==> src/rtl/power_supply_interlock_supervisor_macros.svh <==
// assertion macros for the interlock supervisor
// expects clk_i and rst_ni in the scope where a macro is used
`ifndef POWER_SUPPLY_INTERLOCK_SUPERVISOR_MACROS_SVH
`define POWER_SUPPLY_INTERLOCK_SUPERVISOR_MACROS_SVH

// same-cycle implication, disabled during reset
`define PSIS_ASSERT_NOW(lbl, ante, cons, msg) \
  lbl: assert property (@(posedge clk_i) disable iff (!rst_ni) (ante) |-> (cons)) \
    else $error(msg);

// next-cycle implication, disabled during reset
`define PSIS_ASSERT_NEXT(lbl, ante, cons, msg) \
  lbl: assert property (@(posedge clk_i) disable iff (!rst_ni) (ante) |=> (cons)) \
    else $error(msg);

`endif

==> src/rtl/psis_pkg.sv <==
// shared types and constants for the interlock supervisor
// no dependencies
package psis_pkg;

  localparam int unsigned LIMIT_W = 23;
  localparam int unsigned HARD_W  = 5;
  localparam int unsigned SOFT_W  = 7;
  localparam int unsigned REQ_W   = 7;
  localparam int unsigned CMD_W   = 3;
  localparam int unsigned MODE_W  = 2;
  localparam int unsigned CFG_IDX_W = 3;

  // hard mask bit positions
  localparam int unsigned H_OVERCURRENT = 0;
  localparam int unsigned H_BANK_OVER   = 2;
  localparam int unsigned H_BANK_UNDER  = 3;

  // soft mask bit positions
  localparam int unsigned S_SENSOR_A   = 2;
  localparam int unsigned S_SENSOR_B   = 3;
  localparam int unsigned S_DIFFERENCE = 4;
  localparam int unsigned S_FEEDBACK_A = 5;
  localparam int unsigned S_FEEDBACK_B = 6;

  typedef enum logic [CMD_W-1:0] {
    CMD_CHECK    = 3'd0,
    CMD_TURN_ON  = 3'd1,
    CMD_TURN_OFF = 3'd2,
    CMD_RESET    = 3'd3,
    CMD_EXT_HARD = 3'd4,
    CMD_EXT_SOFT = 3'd5
  } cmd_e;

  typedef enum logic [MODE_W-1:0] {
    MODE_OFF  = 2'd0,
    MODE_ITLK = 2'd1,
    MODE_ON   = 2'd2
  } mode_e;

  typedef enum logic [CFG_IDX_W-1:0] {
    CFG_MAX_LOAD_CURRENT   = 3'd0,
    CFG_MAX_SENSOR_DIFF    = 3'd1,
    CFG_MAX_BANK_VOLTAGE   = 3'd2,
    CFG_MIN_BANK_VOLTAGE   = 3'd3,
    CFG_MAX_IDLE_CURRENT   = 3'd4,
    CFG_MIN_ACTIVE_CURRENT = 3'd5
  } cfg_idx_e;

  localparam logic [LIMIT_W-1:0] LIMIT_FULL = {LIMIT_W{1'b1}};

  typedef struct packed {
    logic [LIMIT_W-1:0] max_load_current;
    logic [LIMIT_W-1:0] max_sensor_difference;
    logic [LIMIT_W-1:0] max_bank_voltage;
    logic [LIMIT_W-1:0] min_bank_voltage;
    logic [LIMIT_W-1:0] max_idle_sensor_current;
    logic [LIMIT_W-1:0] min_active_sensor_current;
  } limits_t;

  // comparator results for one sample set
  typedef struct packed {
    logic [HARD_W-1:0] hard_trip;
    logic [SOFT_W-1:0] soft_trip;
    logic              bank_low;
  } check_flags_t;

  typedef struct packed {
    mode_e             mode;
    logic [HARD_W-1:0] hard_mask;
    logic [SOFT_W-1:0] soft_mask;
    logic              drive_on;
    logic              loop_open;
    logic              cleared;
  } status_t;

endpackage

==> src/rtl/psis_limit_check.sv <==
// limit comparators: mean and difference current, bank voltage, sensor feedback
// depends on psis_pkg
module psis_limit_check import psis_pkg::*; #(
  parameter int unsigned SAMPLE_WIDTH = 24
) (
  input  limits_t                  limits_i,
  input  logic signed [SAMPLE_WIDTH-1:0] current_a_i,
  input  logic signed [SAMPLE_WIDTH-1:0] current_b_i,
  input  logic signed [SAMPLE_WIDTH-1:0] bank_voltage_i,
  input  logic                     sensor_a_ok_i,
  input  logic                     sensor_a_active_i,
  input  logic                     sensor_b_ok_i,
  input  logic                     sensor_b_active_i,
  output check_flags_t             flags_o
);

  // room for the sum of two samples, its negation and a doubled limit
  localparam int unsigned EW = ((SAMPLE_WIDTH > LIMIT_W) ? SAMPLE_WIDTH : LIMIT_W) + 3;

  logic signed [EW-1:0] a_x, b_x, v_x, sum_x, diff_x;
  logic signed [EW-1:0] sum_mag, diff_mag, a_mag, b_mag;
  logic signed [EW-1:0] max_load2, max_diff, max_bank, min_bank, max_idle, min_active;
  logic                 fb_a_bad, fb_b_bad;

  assign a_x = EW'(current_a_i);
  assign b_x = EW'(current_b_i);
  assign v_x = EW'(bank_voltage_i);

  assign sum_x  = a_x + b_x;
  assign diff_x = a_x - b_x;

  assign sum_mag  = sum_x[EW-1]  ? -sum_x  : sum_x;
  assign diff_mag = diff_x[EW-1] ? -diff_x : diff_x;
  assign a_mag    = a_x[EW-1]    ? -a_x    : a_x;
  assign b_mag    = b_x[EW-1]    ? -b_x    : b_x;

  // mean above limit tested as sum above twice the limit
  assign max_load2  = $signed({{(EW-LIMIT_W-1){1'b0}}, limits_i.max_load_current, 1'b0});
  assign max_diff   = $signed({{(EW-LIMIT_W){1'b0}}, limits_i.max_sensor_difference});
  assign max_bank   = $signed({{(EW-LIMIT_W){1'b0}}, limits_i.max_bank_voltage});
  assign min_bank   = $signed({{(EW-LIMIT_W){1'b0}}, limits_i.min_bank_voltage});
  assign max_idle   = $signed({{(EW-LIMIT_W){1'b0}}, limits_i.max_idle_sensor_current});
  assign min_active = $signed({{(EW-LIMIT_W){1'b0}}, limits_i.min_active_sensor_current});

  assign fb_a_bad = sensor_a_active_i ? (a_mag < min_active) : (a_mag > max_idle);
  assign fb_b_bad = sensor_b_active_i ? (b_mag < min_active) : (b_mag > max_idle);

  always_comb begin
    flags_o = '0;
    flags_o.hard_trip[H_OVERCURRENT] = sum_mag > max_load2;
    flags_o.hard_trip[H_BANK_OVER]   = v_x > max_bank;
    flags_o.soft_trip[S_DIFFERENCE]  = diff_mag > max_diff;
    flags_o.soft_trip[S_SENSOR_A]    = !sensor_a_ok_i;
    flags_o.soft_trip[S_SENSOR_B]    = !sensor_b_ok_i;
    flags_o.soft_trip[S_FEEDBACK_A]  = fb_a_bad;
    flags_o.soft_trip[S_FEEDBACK_B]  = fb_b_bad;
    flags_o.bank_low                 = v_x < min_bank;
  end

endmodule

==> src/rtl/psis_state.sv <==
// supply mode and latched interlock masks, updated once per command beat
// depends on psis_pkg
module psis_state import psis_pkg::*; (
  input  logic               clk_i,
  input  logic               rst_ni,
  input  logic               step_i,
  input  cmd_e               command_i,
  input  logic [REQ_W-1:0]   request_bits_i,
  input  check_flags_t       flags_i,
  output status_t            status_o
);

  mode_e             mode_q, mode_d;
  logic [HARD_W-1:0] hard_q, hard_d, hard_req;
  logic [SOFT_W-1:0] soft_q, soft_d, soft_req;
  logic              drive_q, drive_d;
  logic              loop_q, loop_d;
  logic              cleared_q, cleared_d;

  assign hard_req = request_bits_i[HARD_W-1:0];
  assign soft_req = request_bits_i[SOFT_W-1:0];

  always_comb begin
    mode_d    = mode_q;
    hard_d    = hard_q;
    soft_d    = soft_q;
    drive_d   = drive_q;
    loop_d    = loop_q;
    cleared_d = 1'b0;
    unique case (command_i)
      CMD_CHECK: begin
        if (|(flags_i.hard_trip & ~hard_q) || |(flags_i.soft_trip & ~soft_q)) begin
          drive_d   = 1'b0;
          cleared_d = 1'b1;
          mode_d    = MODE_ITLK;
        end
        hard_d = hard_q | flags_i.hard_trip;
        soft_d = soft_q | flags_i.soft_trip;
        // undervoltage only counts while still running after the other checks
        if (mode_d == MODE_ON && flags_i.bank_low && !hard_d[H_BANK_UNDER]) begin
          drive_d              = 1'b0;
          cleared_d            = 1'b1;
          mode_d               = MODE_ITLK;
          hard_d[H_BANK_UNDER] = 1'b1;
        end
      end
      CMD_TURN_ON: begin
        if (mode_q == MODE_OFF) begin
          if (flags_i.bank_low) begin
            if (!hard_q[H_BANK_UNDER]) begin
              drive_d              = 1'b0;
              cleared_d            = 1'b1;
              mode_d               = MODE_ITLK;
              hard_d[H_BANK_UNDER] = 1'b1;
            end
          end else begin
            cleared_d = 1'b1;
            loop_d    = 1'b1;
            mode_d    = MODE_ON;
            drive_d   = 1'b1;
          end
        end
      end
      CMD_TURN_OFF: begin
        drive_d   = 1'b0;
        cleared_d = 1'b1;
        if (mode_q != MODE_ITLK) begin
          mode_d = MODE_OFF;
        end
      end
      CMD_RESET: begin
        hard_d = '0;
        soft_d = '0;
        if (mode_q != MODE_ON) begin
          mode_d = MODE_OFF;
        end
      end
      CMD_EXT_HARD: begin
        // overlapping or empty requests are dropped as a whole
        if (|hard_req && !(|(hard_q & hard_req))) begin
          drive_d   = 1'b0;
          cleared_d = 1'b1;
          mode_d    = MODE_ITLK;
          hard_d    = hard_q | hard_req;
        end
      end
      CMD_EXT_SOFT: begin
        if (|soft_req && !(|(soft_q & soft_req))) begin
          drive_d   = 1'b0;
          cleared_d = 1'b1;
          mode_d    = MODE_ITLK;
          soft_d    = soft_q | soft_req;
        end
      end
      default: begin
        cleared_d = 1'b0;
      end
    endcase
  end

  always_ff @(posedge clk_i or negedge rst_ni) begin
    if (!rst_ni) begin
      mode_q    <= MODE_OFF;
      hard_q    <= '0;
      soft_q    <= '0;
      drive_q   <= 1'b0;
      loop_q    <= 1'b0;
      cleared_q <= 1'b0;
    end else if (step_i) begin
      mode_q    <= mode_d;
      hard_q    <= hard_d;
      soft_q    <= soft_d;
      drive_q   <= drive_d;
      loop_q    <= loop_d;
      cleared_q <= cleared_d;
    end
  end

  assign status_o.mode      = mode_q;
  assign status_o.hard_mask = hard_q;
  assign status_o.soft_mask = soft_q;
  assign status_o.drive_on  = drive_q;
  assign status_o.loop_open = loop_q;
  assign status_o.cleared   = cleared_q;

endmodule

==> src/rtl/power_supply_interlock_supervisor.sv <==
// Interlock supervisor for a DC/DC converter stage. Every command beat yields
// exactly one status beat showing mode, latched masks and drive state after
// that command. Items flow through an input register and then the state
// registers, which double as the status register. One item is taken every
// cycle while no output beat is held; the only stall is a held output beat,
// which lets one more beat into the input register and then holds off the
// input. The limit registers are to be written by the user through the cfg
// port while the block idles; the block itself does not enforce this.
// Depends on psis_pkg, psis_limit_check, psis_state and the assertion macros.
`include "power_supply_interlock_supervisor_macros.svh"

module power_supply_interlock_supervisor import psis_pkg::*; #(
  parameter int unsigned SAMPLE_WIDTH = 24
) (
  input  logic                           clk_i,
  input  logic                           rst_ni,
  // configuration
  input  logic                           cfg_we_i,
  input  logic [CFG_IDX_W-1:0]           cfg_idx_i,
  input  logic [LIMIT_W-1:0]             cfg_data_i,
  // command channel
  input  logic                           in_valid_i,
  output logic                           in_ready_o,
  input  logic [CMD_W-1:0]               command_i,
  input  logic signed [SAMPLE_WIDTH-1:0] load_current_a_i,
  input  logic signed [SAMPLE_WIDTH-1:0] load_current_b_i,
  input  logic signed [SAMPLE_WIDTH-1:0] bank_voltage_i,
  input  logic                           sensor_a_ok_i,
  input  logic                           sensor_a_active_i,
  input  logic                           sensor_b_ok_i,
  input  logic                           sensor_b_active_i,
  input  logic [REQ_W-1:0]               request_bits_i,
  // status channel
  output logic                           out_valid_o,
  input  logic                           out_ready_i,
  output logic [MODE_W-1:0]              supply_mode_o,
  output logic [HARD_W-1:0]              hard_interlocks_o,
  output logic [SOFT_W-1:0]              soft_interlocks_o,
  output logic                           drive_enable_o,
  output logic                           loop_open_o,
  output logic                           controller_cleared_o
);

  limits_t                        limits_q;
  logic                           s1_valid_q, out_valid_q;
  logic                           accept, advance;
  cmd_e                           cmd_q;
  logic signed [SAMPLE_WIDTH-1:0] ia_q, ib_q, vb_q;
  logic                           a_ok_q, a_act_q, b_ok_q, b_act_q;
  logic [REQ_W-1:0]               req_q;
  check_flags_t                   flags;
  status_t                        status;

  // limit registers
  always_ff @(posedge clk_i or negedge rst_ni) begin
    if (!rst_ni) begin
      limits_q.max_load_current          <= LIMIT_FULL;
      limits_q.max_sensor_difference     <= LIMIT_FULL;
      limits_q.max_bank_voltage          <= LIMIT_FULL;
      limits_q.min_bank_voltage          <= '0;
      limits_q.max_idle_sensor_current   <= LIMIT_FULL;
      limits_q.min_active_sensor_current <= '0;
    end else if (cfg_we_i) begin
      unique case (cfg_idx_e'(cfg_idx_i))
        CFG_MAX_LOAD_CURRENT:   limits_q.max_load_current          <= cfg_data_i;
        CFG_MAX_SENSOR_DIFF:    limits_q.max_sensor_difference     <= cfg_data_i;
        CFG_MAX_BANK_VOLTAGE:   limits_q.max_bank_voltage          <= cfg_data_i;
        CFG_MIN_BANK_VOLTAGE:   limits_q.min_bank_voltage          <= cfg_data_i;
        CFG_MAX_IDLE_CURRENT:   limits_q.max_idle_sensor_current   <= cfg_data_i;
        CFG_MIN_ACTIVE_CURRENT: limits_q.min_active_sensor_current <= cfg_data_i;
        default: limits_q <= limits_q;
      endcase
    end
  end

  // stage 1 moves on when the status register is free or being emptied
  assign advance    = s1_valid_q && (!out_valid_q || out_ready_i);
  assign in_ready_o = !s1_valid_q || advance;
  assign accept     = in_valid_i && in_ready_o;

  always_ff @(posedge clk_i or negedge rst_ni) begin
    if (!rst_ni) begin
      s1_valid_q  <= 1'b0;
      out_valid_q <= 1'b0;
    end else begin
      s1_valid_q  <= accept || (s1_valid_q && !advance);
      out_valid_q <= advance || (out_valid_q && !out_ready_i);
    end
  end

  always_ff @(posedge clk_i) begin
    if (accept) begin
      cmd_q   <= cmd_e'(command_i);
      ia_q    <= load_current_a_i;
      ib_q    <= load_current_b_i;
      vb_q    <= bank_voltage_i;
      a_ok_q  <= sensor_a_ok_i;
      a_act_q <= sensor_a_active_i;
      b_ok_q  <= sensor_b_ok_i;
      b_act_q <= sensor_b_active_i;
      req_q   <= request_bits_i;
    end
  end

  psis_limit_check #(
    .SAMPLE_WIDTH(SAMPLE_WIDTH)
  ) u_check (
    .limits_i          (limits_q),
    .current_a_i       (ia_q),
    .current_b_i       (ib_q),
    .bank_voltage_i    (vb_q),
    .sensor_a_ok_i     (a_ok_q),
    .sensor_a_active_i (a_act_q),
    .sensor_b_ok_i     (b_ok_q),
    .sensor_b_active_i (b_act_q),
    .flags_o           (flags)
  );

  psis_state u_state (
    .clk_i          (clk_i),
    .rst_ni         (rst_ni),
    .step_i         (advance),
    .command_i      (cmd_q),
    .request_bits_i (req_q),
    .flags_i        (flags),
    .status_o       (status)
  );

  // the state registers double as the status register
  assign out_valid_o          = out_valid_q;
  assign supply_mode_o        = status.mode;
  assign hard_interlocks_o    = status.hard_mask;
  assign soft_interlocks_o    = status.soft_mask;
  assign drive_enable_o       = status.drive_on;
  assign loop_open_o          = status.loop_open;
  assign controller_cleared_o = status.cleared;

  `PSIS_ASSERT_NOW(a_drive_only_when_on, drive_enable_o, supply_mode_o == MODE_ON,
    "drive enabled outside on mode")
  `PSIS_ASSERT_NOW(a_itlk_has_cause, supply_mode_o == MODE_ITLK,
    (hard_interlocks_o != '0) || (soft_interlocks_o != '0),
    "interlocked mode with no latched bit")
  `PSIS_ASSERT_NEXT(a_accept_fills_stage, accept, s1_valid_q,
    "accepted beat not held in input stage")
  `PSIS_ASSERT_NEXT(a_advance_gives_result, advance, out_valid_o,
    "processed beat not presented")

endmodule
==> config.mk <==
export PLATFORM = sky130hd
export DESIGN_NAME = power_supply_interlock_supervisor
export DESIGN_NICKNAME = d
export VERILOG_FILES = /design/src/rtl/psis_pkg.sv /design/src/rtl/psis_limit_check.sv /design/src/rtl/psis_state.sv /design/src/rtl/power_supply_interlock_supervisor.sv
export VERILOG_INCLUDE_DIRS = /design/src /design/src/rtl
export SDC_FILE = /design/constraint.sdc
export NUM_CORES = 1
export LEC_CHECK = 0
export ABC_AREA = 0
export BUFFER_PORTS_ARGS = -buffer_cell sky130_fd_sc_hd__buf_2
export CORE_ASPECT_RATIO = 1.2
export CORE_UTILIZATION = 40
export DETAILED_ROUTE_END_ITERATION = 6
export PLACE_DENSITY = 0.63
export SYNTH_ARGS = -nofsm -noshare
export SYNTH_HDL_FRONTEND = slang
export SYNTH_HIERARCHICAL = 1
export SYNTH_SLANG_ARGS = --single-unit
==> constraint.sdc <==
create_clock -name clk_i -period 10.8 [get_ports clk_i]
set_clock_uncertainty 0.2 [all_clocks]
set_input_delay 0.54 -clock clk_i [delete_from_list [all_inputs] [get_ports clk_i]]
set_output_delay 0.54 -clock clk_i [all_outputs]
set_load 0.005 [all_outputs]
# ---- Word level (Yosys, flattened, before mapping)
# Index checks and enable logic that the tools add are counted.
# Widths: inputs -> output; s select.
dict set report totals {
  register_bits 243
  latchBits 0
  ram_bits 0
  romBits 0
  inputBits 117
  output_inout_bits 19
  wordCells 160
  n_memories 0
}
dict set report classes {
  n_addsub 6
  multipliers 0
  div_mod_pow 0
  order_cmp 8
  n_eq_ne 21
  shifts 0
  mux 42
  bitwise_logic 11
  reduce_logical 48
}
# operator count
set ops {}
lappend ops {{$mux 27} 4}
lappend ops {{$gt 27x24->1} 3}
lappend ops {{$lt 27x24->1} 2}
lappend ops {{$neg 24->27} 2}
lappend ops {{$neg 27->27} 2}
lappend ops {{$gt 27x25->1} 1}
lappend ops {{$add 24x24->25} 1}
lappend ops {{$sub 24x24->25} 1}
lappend ops {{$gt 24x24->1} 1}
lappend ops {{$lt 24x24->1} 1}
lappend ops {{$pmux 7 s3} 1}
lappend ops {{$reduce_or 7->1} 3}
lappend ops {{$mux 2} 10}
lappend ops {{$mux 1} 19}
lappend ops {{$reduce_or 5->1} 3}
lappend ops {{$and 7x7->7} 2}
lappend ops {{$ne 2x1->1 const B} 7}
lappend ops {{$or 7x7->7} 2}
lappend ops {{$eq 3x2->1 const B} 4}
lappend ops {{$eq 3x3->1 const B} 4}
lappend ops {{$pmux 2 s6} 1}
lappend ops {{$reduce_and 2->1} 6}
lappend ops {{$pmux 1 s5} 2}
lappend ops {{$logic_not 1->1} 9}
lappend ops {{other kinds (30)} 45}

# ---- Longest topological paths before layout
# Gate-level depths: netlist of run 1.
dict set report depth {
  ltp_word 14
  depth_mapped 28
  ltp_nobuf 27
}

# ---- Modules after synthesis
# The synthesis of run 1 kept the hierarchy.
# module n_inst cells_per_inst area_per_inst_um2 seq_area_each_um2
set by_module_without_submodules {}
lappend by_module_without_submodules {psis_limit_check 1 1343 9759.4 0.0}
lappend by_module_without_submodules {power_supply_interlock_supervisor 1 391 8013.9 6200.9}
lappend by_module_without_submodules {psis_state 1 146 1252.5 425.4}

# ---- Worst setup path before layout of run 1
# Ideal clock, no wire load.
dict set report synth_timing {
  path_kind {register -> register}
  from {reg ia_q[11]}
  to {reg u_state.mode_q[0]}
  setup_time_ns 0.134
  arrival_time_ns 5.321
  t_required_ns 10.466
  setup_slack_ns 5.145
  stages_incl_launch_ff 25
  path_buffers 2
  synth_period_minus_slack_ns 5.655
  cell_sequence {edfxtp_1 -> ha_1 -> buf_4 -> a21oi_1 -> o31ai_1 -> a21o_1 -> o31ai_2 -> nor2_1 -> o32a_1 -> clkbuf_1 -> a21oi_1 -> xnor2_1 -> ha_1 -> a21o_1 -> a2111oi_0 -> a21oi_1 -> a21o_1 -> a22oi_1 -> nand3_1 -> nor2b_1 -> a2111o_1 -> nor4_2 -> a21oi_1 -> a311oi_1 -> o31ai_1}
}
# item line
set synth_rtl {}
lappend synth_rtl {{start: declaration} power_supply_interlock_supervisor.sv:48} ;# logic signed [SAMPLE_WIDTH-1:0] ia_q, ib_q, vb_q;
lappend synth_rtl {{start signal: assignment} power_supply_interlock_supervisor.sv:94} ;# ia_q <= load_current_a_i;
lappend synth_rtl {{end signal: assignment} psis_state.sv:110} ;# mode_q <= mode_d;
lappend synth_rtl {{end: declaration} psis_state.sv:13} ;# mode_e mode_q, mode_d;

==> results of run 1 <==
[layer usage]
layer  routed length, µm  up-vias  track usage (%)
met1               22960     7261            27.17
met5                   0        -                0
met3                2253       94            2.187
met4                2205        0            9.137
met2               28660      334            42.88
li1                    -     7248                -
[cell type report]
class                           instances  area [µm²]  share of cell area (%)
Antenna cell                            1       2.502                 0.01140
Clock buffer                           40       828.3                   3.774
Clock inverter                          9       67.56                  0.3078
Inverter                              198       743.2                   3.386
Multi-Input combinational cell       1379       11290                   51.44
Sequential cell                       243        6626                   30.19
Tap cell                              623       779.5                   3.551
Timing Repair Buffer                  230        1610                   7.337
[registers in the layout, indices dropped and copies added, names as in the netlist, 2 cells and up]
| register | flops |
|---|---|
| cmd_q | 3 |
| ia_q | 24 |
| ib_q | 24 |
| limits_q | 138 |
| req_q | 7 |
| u_state/hard_q | 5 |
| u_state/mode_q | 2 |
| u_state/soft_q | 7 |
| vb_q | 24 |
[how the worst max path moves through the flow]
stage | from | to | cells after the start
after global placement | ia_q[9]$_DFFE_PP_ | u_state/mode_q[0]$_DFFE_PN0P_ | 22
after global routing | ia_q[10]$_DFFE_PP_ | u_state/mode_q[0]$_DFFE_PN0P_ | 25
after floorplan | ia_q[11]$_DFFE_PP_ | u_state/mode_q[0]$_DFFE_PN0P_ | 24
after detailed placement | ia_q[9]$_DFFE_PP_ | u_state/mode_q[0]$_DFFE_PN0P_ | 22
after CTS | ia_q[9]$_DFFE_PP_ | u_state/mode_q[0]$_DFFE_PN0P_ | 22
final | ia_q[9]$_DFFE_PP_ | u_state/mode_q[0]$_DFFE_PN0P_ | 22
[synthesized netlist by cell type (all sizes together), types with 48 or more instances]
| master | instances |
|---|---|
| inv | 198 |
| o21ai | 80 |
| ha | 233 |
| a21oi | 105 |
| xnor2 | 100 |
| buf | 48 |
| nor2 | 110 |
| a21o | 67 |
| dfstp | 92 |
| dfrtp | 65 |
| mux2 | 140 |
| nand2 | 75 |
| edfxtp | 86 |
[cells by family after synthesis]
family                     Yosys count
adders and majority gates          235
AOI/OAI and AO/OA                  444
DFF                                243
muxes                              151
xor gates and xnor gates           114
other                                1
and+or+nand+nor                    430
buffers and inverters              262
[power breakdown]
part           leakage [nW]  switching (mW)  internal (mW)
logic                  6.70           0.793          0.623
clock network         0.447           0.399          0.534
registers              2.57           0.110           1.17
total                  9.72            1.30           2.33
[stage by stage]
stage	power, mW	area, µm²	instances	setup WS, ps
after global routing	3.871	21950	2723	3315
after global placement	2.638	20190	2587	3991
final	3.630	21950	2723	3831
after floorplan	2.262	19040	1884	5145
after detailed placement	2.677	20190	2587	3934
after CTS	3.661	21950	2722	3889
[timing repair]
item,4_1_cts,5_1_grt
hold buffers,86,0
setup buffers,0,0
endpoints found under the hold margin,133,0
[worst reg2reg max path: cells and delay by family (launching register included)]
family | cells | cell delay, ps
xor+xnor | 1 | 200
compound gates | 10 | 2130
fa+ha+maj | 2 | 850
flops | 1 | 490
buf+inv | 1 | 170
mux | 1 | 400
simple gates | 7 | 2360
==> summary.txt, run 1 <==
Synthesis
  • Asr flop ratio synth: 64.61%
  • Syn avg cell area: 10.12 µm²
  • Area leader, netlist: ha_1
  • EDFF count, synth: 86
  • Yosys reg bits: roughly 240
  • Syn Inst Count: 1880
  • Compound-Gate Fraction of Synth Area: 16.38%
  • Adder-cell share of the synthesized area: around 16%
  • Mux cell area share after synthesis: around 9%
  • Synth Cell Area: 0.01903 mm²
  • Main combinational cell family by area after synthesis: compound AO/OA/AOI/OAI gates
  • Yosys warns: 6
  • Synth Area in XOR/XNOR: 5.564%
  • Cell variety after synth: 101
  • Post-Synth Simple-Gate Area: between 10% and 20%
  • Synth area leaders: ha_1 (15%), edfxtp_1 (14%), dfstp_2 (13%), dfrtp_1 (8.5%), mux2_2 (7.6%)
  • Register area share after synthesis: between 30% and 40%
  • Synth top area share: around 15%
  • Synth Flop Type: dfstp_2

Setup path
  • Startpoint types: flop
  • Crit path DAT: ~7000 ps
  • Worst EP required: between 10000 and 15000 ps
  • Crit path max fanout: 10
  • CP bufs+invs: 1
  • Worst setup EP type: flop
  • CP delay by family, top: simple AND/OR/NAND/NOR gates
  • R2r setup slk: 3830 ps
  • CP max stage delay: 530 ps
  • Reg2Reg Depth: 22
  • Most common cell on crit path: a21oi_1
  • Reg2reg start: ia_q[9]$_DFFE_PP_
  • Slowest-stage cell, CP: ha_1
  • Critical path type: reg2reg
  • FF-to-FF End: u_state/mode_q[0]$_DFFE_PN0P_
  • Crit path cell chain: ha_1, inv_2, a21oi_1, mux2_2, a41o_1, nor2_1, nand4_2, nor4_4, a21oi_1, xnor2_1, ha_1, nand2_1, or3_1, nor4_1, a21oi_1, o21ai_0, o21ai_1, a2111o_1, nor4_2, a21oi_1, a311oi_1, o31ai_1

CTS
  • H-tree levels: 1
  • Clock Path Buffers: 3
  • Clock sink total: around 240
  • Clock latency on the worst-skew pair: 610 ps
  • Worst-path clk slew: 60 ps
  • CTS resizes: 0
  • CTS tree: yes
  • CTS root buf: clkbuf_16
  • CTS Buf Count: 27

Floorplanning
  • Die area: 0.04844 mm²
  • Die Height: 240.9 µm
  • Starting Density: 40.55%
  • Core area: 0.04692 mm²
  • Num rows: 87
  • IO Pins: 136
  • Die span in x: a little over 200 µm

Layout
  • Area Growth Syn to Fin: 15.36%
  • Nets: 2431
  • Fill count: 4378
  • Commonest cells after routing, fill and taps aside: ha_1 (233), inv_1 (195), buf_2 (134)
  • Util after Layout: 46.78%
  • Share of cells above drive strength 1: 22.77%
  • Commonest non-fill, non-tap cell in the layout: ha_1

Route
  • Antenna Nets Post-Route: 0
  • Final wirelength: 56.08 mm
  • DR DRC count: 0
  • Drt pass-1 iters: 6
  • Avg WL per Cell: approximately 21 µm
  • Via count: 14940
  • Initial detailed-routing violation count: ~1000
  • Vias per cell: 5.485

STA
  • Final TNS setup: 0 ps
  • Final setup vio count: 0
  • Slew HR: 33.30%
  • FMAX: 143.5 MHz
  • Worst-Margin Slew: 1001 ps
  • Final worst path period need: 6969 ps
  • Tcrit/Tclk final: 64.53%
  • Max-slew violations: 0
  • RSZ-0062 raised after global routing: no
  • Hold Slack: 22.72 ps
  • Final hold vios: 0

Pwr
  • Pwr Density: 165.4 mW/mm²
  • Max IR drop VDD: 0.1219 mV
  • Pleak: 9.717 nW

Global route
  • Number of antenna violations at the first check in global routing: 2
  • Largest net degree at the start of global routing: 102
  • Number of global-route vias before repair: roughly 15000
  • Total congestion overflow: 0
  • Overall routing resource usage: 23.03%
  • First-pass GRT wire length: 85.86 mm

Place
  • GP Congestion: 0.9715
  • PortBufs: 135
  • Post-DP HPWL: 44.77 mm

Hold path
  • Worst hold path cell count: 1
  • Tightest Hold Check Type: in2reg
  • Min-Delay Startpoint: load_current_a_i[11]
  • End of the worst hold path: ia_q[11]$_DFFE_PP_

Status
  • Status: finished, final reports clean

Flow run
  • Max-Cap Viols: 0
No activity file was read; power rests on OpenSTA's default activity.
==> inputs of run 2 (changes only) <==
Settings changed: ABC_AREA 0 to 1, PLACE_DENSITY 0.63 to 0.65.
Clock period 10.8 ns to 5.9 ns, I/O delays scaled along.
==> summary.txt, run 2 <==
Synthesis
  • Compound-Gate Fraction of Synth Area: 7.687%
  • Synth area leaders: nand2_1 (17%), ha_1 (15%), edfxtp_1 (13%), dfstp_2 (12%), dfrtp_1 (8.1%)
  • Most instantiated library cell after synthesis: nand2_1
  • Area leader, netlist: nand2_1
  • Syn Inst Count: 2758
  • Asr flop ratio synth: around 65%
  • EDFF count, synth: 86
  • Top post-synthesis cells by count: nand2_1 (913), inv_1 (382), ha_1 (233)
  • Syn avg cell area: 7.241 µm²
  • Synth top area share: 17.16%
  • Main combinational cell family by area after synthesis: simple AND/OR/NAND/NOR gates
  • Yosys reg bits: 243
  • Yosys warns: 6
  • Synth Cell Area: ~0.020 mm²
  • Post-Synth Simple-Gate Area: around 31%
  • Cell variety after synth: 59
  • Register area share after synthesis: approximately 33%
  • Synth Flop Type: dfstp_2
  • Mux cell area share after synthesis: 0%
  • Adder-cell share of the synthesized area: 14.80%
  • Synth Area in XOR/XNOR: 3.465%

CTS
  • H-tree levels: 1
  • CTS Buf Count: 28
  • Clock Path Buffers: 3
  • Worst-path clk slew: about 70 ps
  • Setup Buffers After CTS: 0
  • CTS tree: yes
  • CTS root buf: clkbuf_16
  • Clock latency on the worst-skew pair: 580 ps
  • Clock sink total: 243

Layout
  • Commonest cells after routing, fill and taps aside: nand2_1 (913), inv_1 (381), ha_1 (229)
  • Util after Layout: 47.49%
  • Fill count: 4938
  • Commonest non-fill, non-tap cell in the layout: nand2_1
  • Final instance area: 0.02338 mm²
  • Area of the multi-input gates: 0.01147 mm²
  • Nets: about 3300
  • Area Growth Syn to Fin: 17.05%
  • Most flops, register: limits_q
  • Diode count: 0
  • Flip-flop and latch area: 0.006626 mm²
  • Share of cells above drive strength 1: roughly 13%
  • Number of flip-flops in the largest register: 138

Route
  • Drt pass-1 iters: 6
  • Avg WL per Cell: 18.76 µm
  • Via count: 19000
  • Initial detailed-routing violation count: approximately 1400
  • Vias per cell: 5.200
  • Final wirelength: 68.55 mm
  • Antenna Nets Post-Route: 0
  • DR DRC count: 0

Setup path
  • Startpoint types: flop
  • Reg2Reg Depth: 35
  • CP bufs+invs: 4
  • Worst EP required: between 6000 and 7000 ps
  • Slowest-stage cell, CP: edfxtp_1
  • FF-to-FF End: u_state/mode_q[0]$_DFFE_PN0P_
  • R2r setup slk: approximately 360 ps
  • CP delay by family, top: simple AND/OR/NAND/NOR gates
  • Crit path DAT: about 5800 ps
  • Crit path max fanout: 19
  • CP max stage delay: 470 ps
  • Critical path type: reg2reg
  • Worst setup EP type: flop
  • Reg2reg start: ib_q[9]$_DFFE_PP_
  • Most common cell on crit path: nand2_1

Floorplanning
  • Starting Density: 40.57%
  • Num rows: slightly below 90
  • Die span in x: 206.0 µm
  • Die Height: 246.8 µm
  • IO Pins: 136
  • Die area: 0.05083 mm²
  • Core area: 0.04922 mm²

STA
  • Hold Slack: 29.41 ps
  • Slew HR: between 40% and 50%
  • Final TNS setup: 0 ps
  • Max-slew violations: 0
  • Worst-Margin Slew: 894.9 ps
  • Final hold vios: 0
  • Final worst path period need: 5543 ps
  • FMAX: roughly 180 MHz
  • Tcrit/Tclk final: 93.96%
  • Final setup vio count: 0
  • RSZ-0062 raised after global routing: no

Global route
  • Overall routing resource usage: 26.99%
  • Total congestion overflow: 0
  • First-pass GRT wire length: around 110 mm
  • Number of global-route vias before repair: 18440
  • Number of antenna violations at the first check in global routing: 0
  • Largest net degree at the start of global routing: 65

Pwr
  • Pwr Density: between 200 and 300 mW/mm²
  • Pleak: 11.89 nW
  • Power Total: 6.743 mW
  • Max IR drop VDD: 0.2249 mV

Place
  • PortBufs: around 140
  • Post-DP HPWL: between 50 and 60 mm
  • GP Congestion: approximately 0.97
  • Placement Cell Area: 0.02122 mm²

Status
  • Status: finished, final reports clean

Flow run
  • Max-Cap Viols: 0

Hold path
  • Tightest Hold Check Type: in2async
==> run 2: cells by family (layout without fill, tap and decap cells) <==
kind of cell	Yosys count	in the layout
and+or+nand+nor	1461	1461
AOI/OAI and AO/OA	263	263
xor gates and xnor gates	79	79
DFF	243	243
buffers and inverters	476	730
adders and majority gates	235	235
other	1	5
==> run 2: how the worst max path moves through the flow <==
stage | startpoint | endpoint | slack (ps) | cells after the start
global placement | ia_q[11]$_DFFE_PP_ | u_state/mode_q[0]$_DFFE_PN0P_ | 270 | 31
global route | ib_q[9]$_DFFE_PP_ | u_state/mode_q[0]$_DFFE_PN0P_ | 10 | 35
finish | ib_q[9]$_DFFE_PP_ | u_state/mode_q[0]$_DFFE_PN0P_ | 360 | 35
detailed placement | ia_q[11]$_DFFE_PP_ | u_state/mode_q[0]$_DFFE_PN0P_ | 340 | 32
CTS | ia_q[11]$_DFFE_PP_ | u_state/mode_q[0]$_DFFE_PN0P_ | 310 | 32
floorplan | ib_q[23]$_DFFE_PP_ | u_state/mode_q[0]$_DFFE_PN0P_ | 1560 | 32
==> run 2: where the power goes <==
| group | switching (mW) | total (mW) | internal (mW) | leakage, nW |
|---|---|---|---|---|
| clock | 0.770 | 1.82 | 1.05 | 0.454 |
| combinational | 1.66 | 2.62 | 0.952 | 8.85 |
| sequential | 0.209 | 2.31 | 2.10 | 2.59 |
| total | 2.64 | 6.74 | 4.10 | 11.9 |
==> run 2: layer usage <==
metal,wire (µm),up-vias,GRT usage [%]
li1,-,9363,-
met1,29170,8918,33.94
met2,33580,596,47.74
met3,3239,118,2.267
met4,2556,0,9.862
met5,0,-,0
==> run 2: repair_timing <==
action / 4_1_cts / 5_1_grt
endpoints found under the hold margin: 268 / 0
resized for setup: 0 / 6
hold buffers: 118 / 0
endpoints found under the setup margin: 0 / 5
==> run 2: metrics by stage <==
step,worst slack [ps],cells
2_1_floorplan,1562,2762
5_1_grt,10.66,3653
4_1_cts,313.1,3653
6_report,356.6,3653
3_5_place_dp,341.5,3483
3_3_place_gp,274.7,3483
==> run 2: layout make-up <==
| class | count | area share [%] |
|---|---|---|
| clock buffer | 36 | 3.431 |
| clock inverter | 16 | 0.6423 |
| inverter | 406 | 6.535 |
| multi-input combinational | 2043 | 49.06 |
| sequential | 243 | 28.35 |
| tap | 637 | 3.410 |
| timing repair buffer | 272 | 8.580 |
==> inputs of run 3 (changes only) <==
Settings changed: PLACE_DENSITY 0.65 to 0.62, RECOVER_POWER set to 25.
==> summary.txt, run 3 (synthesis results as in run 2) <==
STA
  • RSZ-0062 raised after global routing: no
  • FMAX: roughly 180 MHz
  • Final worst path period need: 5462 ps
  • Final TNS setup: 0 ps
  • Worst-Margin Slew: 4515 ps
  • Max-slew violations: 96
  • Tcrit/Tclk final: roughly 93%
  • Final hold vios: 0
  • Final setup vio count: 0
  • Slew HR: -201.0%

Layout
  • Diode count: 0
  • Share of cells above drive strength 1: 11.75%
  • Fill count: 4976
  • Area Growth Syn to Fin: 16.52%
  • Commonest cells after routing, fill and taps aside: nand2_1 (913), inv_1 (381), ha_1 (232)
  • Final instance area: 0.02327 mm²
  • Nets: 3341
  • Commonest non-fill, non-tap cell in the layout: nand2_1
  • Number of flip-flops in the largest register: 138
  • Most flops, register: limits_q

Setup path
  • Critical path type: reg2reg
  • CP max stage delay: 600 ps
  • Worst EP required: 6180 ps
  • Most common cell on crit path: nand2_1
  • Worst setup EP type: flop
  • Slowest-stage cell, CP: ha_1
  • Startpoint types: flop
  • Crit path DAT: 5740 ps
  • Crit path max fanout: 19

Route
  • Vias per cell: 5.185
  • DR DRC count: 0
  • Initial detailed-routing violation count: around 1400
  • Avg WL per Cell: between 15 and 20 µm
  • Drt pass-1 iters: 5
  • Antenna Nets Post-Route: 0
  • Final wirelength: 68.34 mm
  • Via count: 18920

Place
  • Post-DP HPWL: 53.06 mm
  • Placement Cell Area: 0.02120 mm²
  • GP Congestion: 1.071
  • PortBufs: 135

Hold path
  • Tightest Hold Check Type: in2reg

CTS
  • Clock latency on the worst-skew pair: between 500 and 600 ps
  • Setup Buffers After CTS: 0
  • CTS root buf: clkbuf_16
  • Clock Path Buffers: 3
  • Clock sink total: about 240
  • H-tree levels: 1
  • CTS tree: yes
  • CTS Buf Count: 29
  • Worst-path clk slew: 60 ps

Global route
  • Number of global-route vias before repair: 18320
  • Total congestion overflow: 0
  • Number of antenna violations at the first check in global routing: 0
  • Largest net degree at the start of global routing: 96
  • Overall routing resource usage: 26.71%
  • First-pass GRT wire length: 103.9 mm

Status
  • Failing checks: capacitance limit, slew limit
  • Status: finished, violations left

Floorplanning
  • Die span in x: slightly above 200 µm
  • IO Pins: 136
  • Starting Density: 40.57%
  • Core area: slightly below 0.05 mm²
  • Num rows: 89
  • Die Height: 246.8 µm
  • Die area: 0.05083 mm²

Flow run
  • Max-Cap Viols: 1

Pwr
  • Pleak: 11.81 nW
  • Max IR drop VDD: 0.2357 mV
  • Pwr Density: just under 300 mW/mm²
[run 3: repair_timing]
item	in CTS	in global routing
hold endpoints to repair	283	0
hold buffers	115	0
resized for setup	0	2
endpoints found under the setup margin	0	4
[run 3: area by class of cell]
class | count | area (µm²) | share of cell area [%]
clock inverters | 10 | 98.84 | 0.4248
well taps | 637 | 797.0 | 3.425
multi-input cells | 2043 | 11450 | 49.20
clock buffers | 44 | 852.1 | 3.662
inverters | 406 | 1529 | 6.571
repair buffers | 266 | 1917 | 8.237
flip-flops and latches | 243 | 6626 | 28.48
[run 3: worst paths after layout]
check,start,to,slack (ps),depth (start not counted)
max in group asynchronous,rst_ni,limits_q[51]$_DFFE_PN0P_,990,3
min reg2reg,limits_q[91]$_DFFE_PN1P_,limits_q[91]$_DFFE_PN1P_,260,2
min,cfg_idx_i[2],limits_q[135]$_DFFE_PN1P_,70,5
max reg2reg,ia_q[15]$_DFFE_PP_,u_state/cleared_q$_DFFE_PN0P_,440,32
min in group asynchronous,rst_ni,limits_q[17]$_DFFE_PN0P_,1850,2
max,ia_q[15]$_DFFE_PP_,u_state/cleared_q$_DFFE_PN0P_,440,32
[run 3: power breakdown]
group          internal [mW]  leakage, nW  switching [mW]
logic                  0.947         8.75            1.64
clock network           1.05        0.473           0.769
registers               2.10         2.59           0.214
[run 3: layer usage]
layer	GRT usage [%]	vias up	share of wire, %	wire length [µm]
met5	0	-	0	0
met4	10.66	0	4.4	3004
met3	3.281	127	4.9	3382
met2	46.83	596	49	33220
met1	32.95	8847	42	28730
li1	-	9349	-	-
[run 3: stage by stage]
| stage | util [%] | hold slack, ps | std cells | total power, mW | worst slack [ps] |
|---|---|---|---|---|---|
| 2_1_floorplan | - | -200.6 | 2762 | 4.036 | 1562 |
| 3_3_place_gp | 43.07 | 240.6 | 3480 | 4.770 | 436.0 |
| 3_5_place_dp | 43.07 | 245.0 | 3480 | 4.828 | 366.9 |
| 4_1_cts | 47.34 | 44.25 | 3649 | 6.744 | 352.1 |
| 5_1_grt | 47.28 | 74.59 | 3649 | 7.202 | 36.94 |
| 6_report | 47.28 | 69.36 | 3649 | 6.724 | 438.2 |
[run 3: critical path: cells and delay by family (launching register included)]
kind	cells	cell delay (ps)
and+or+nand+nor	17	1900
AOI/OAI and AO/OA	8	1160
adders and majority gates	2	880
DFF	1	520
buffers and inverters	4	510
xor gates and xnor gates	1	160
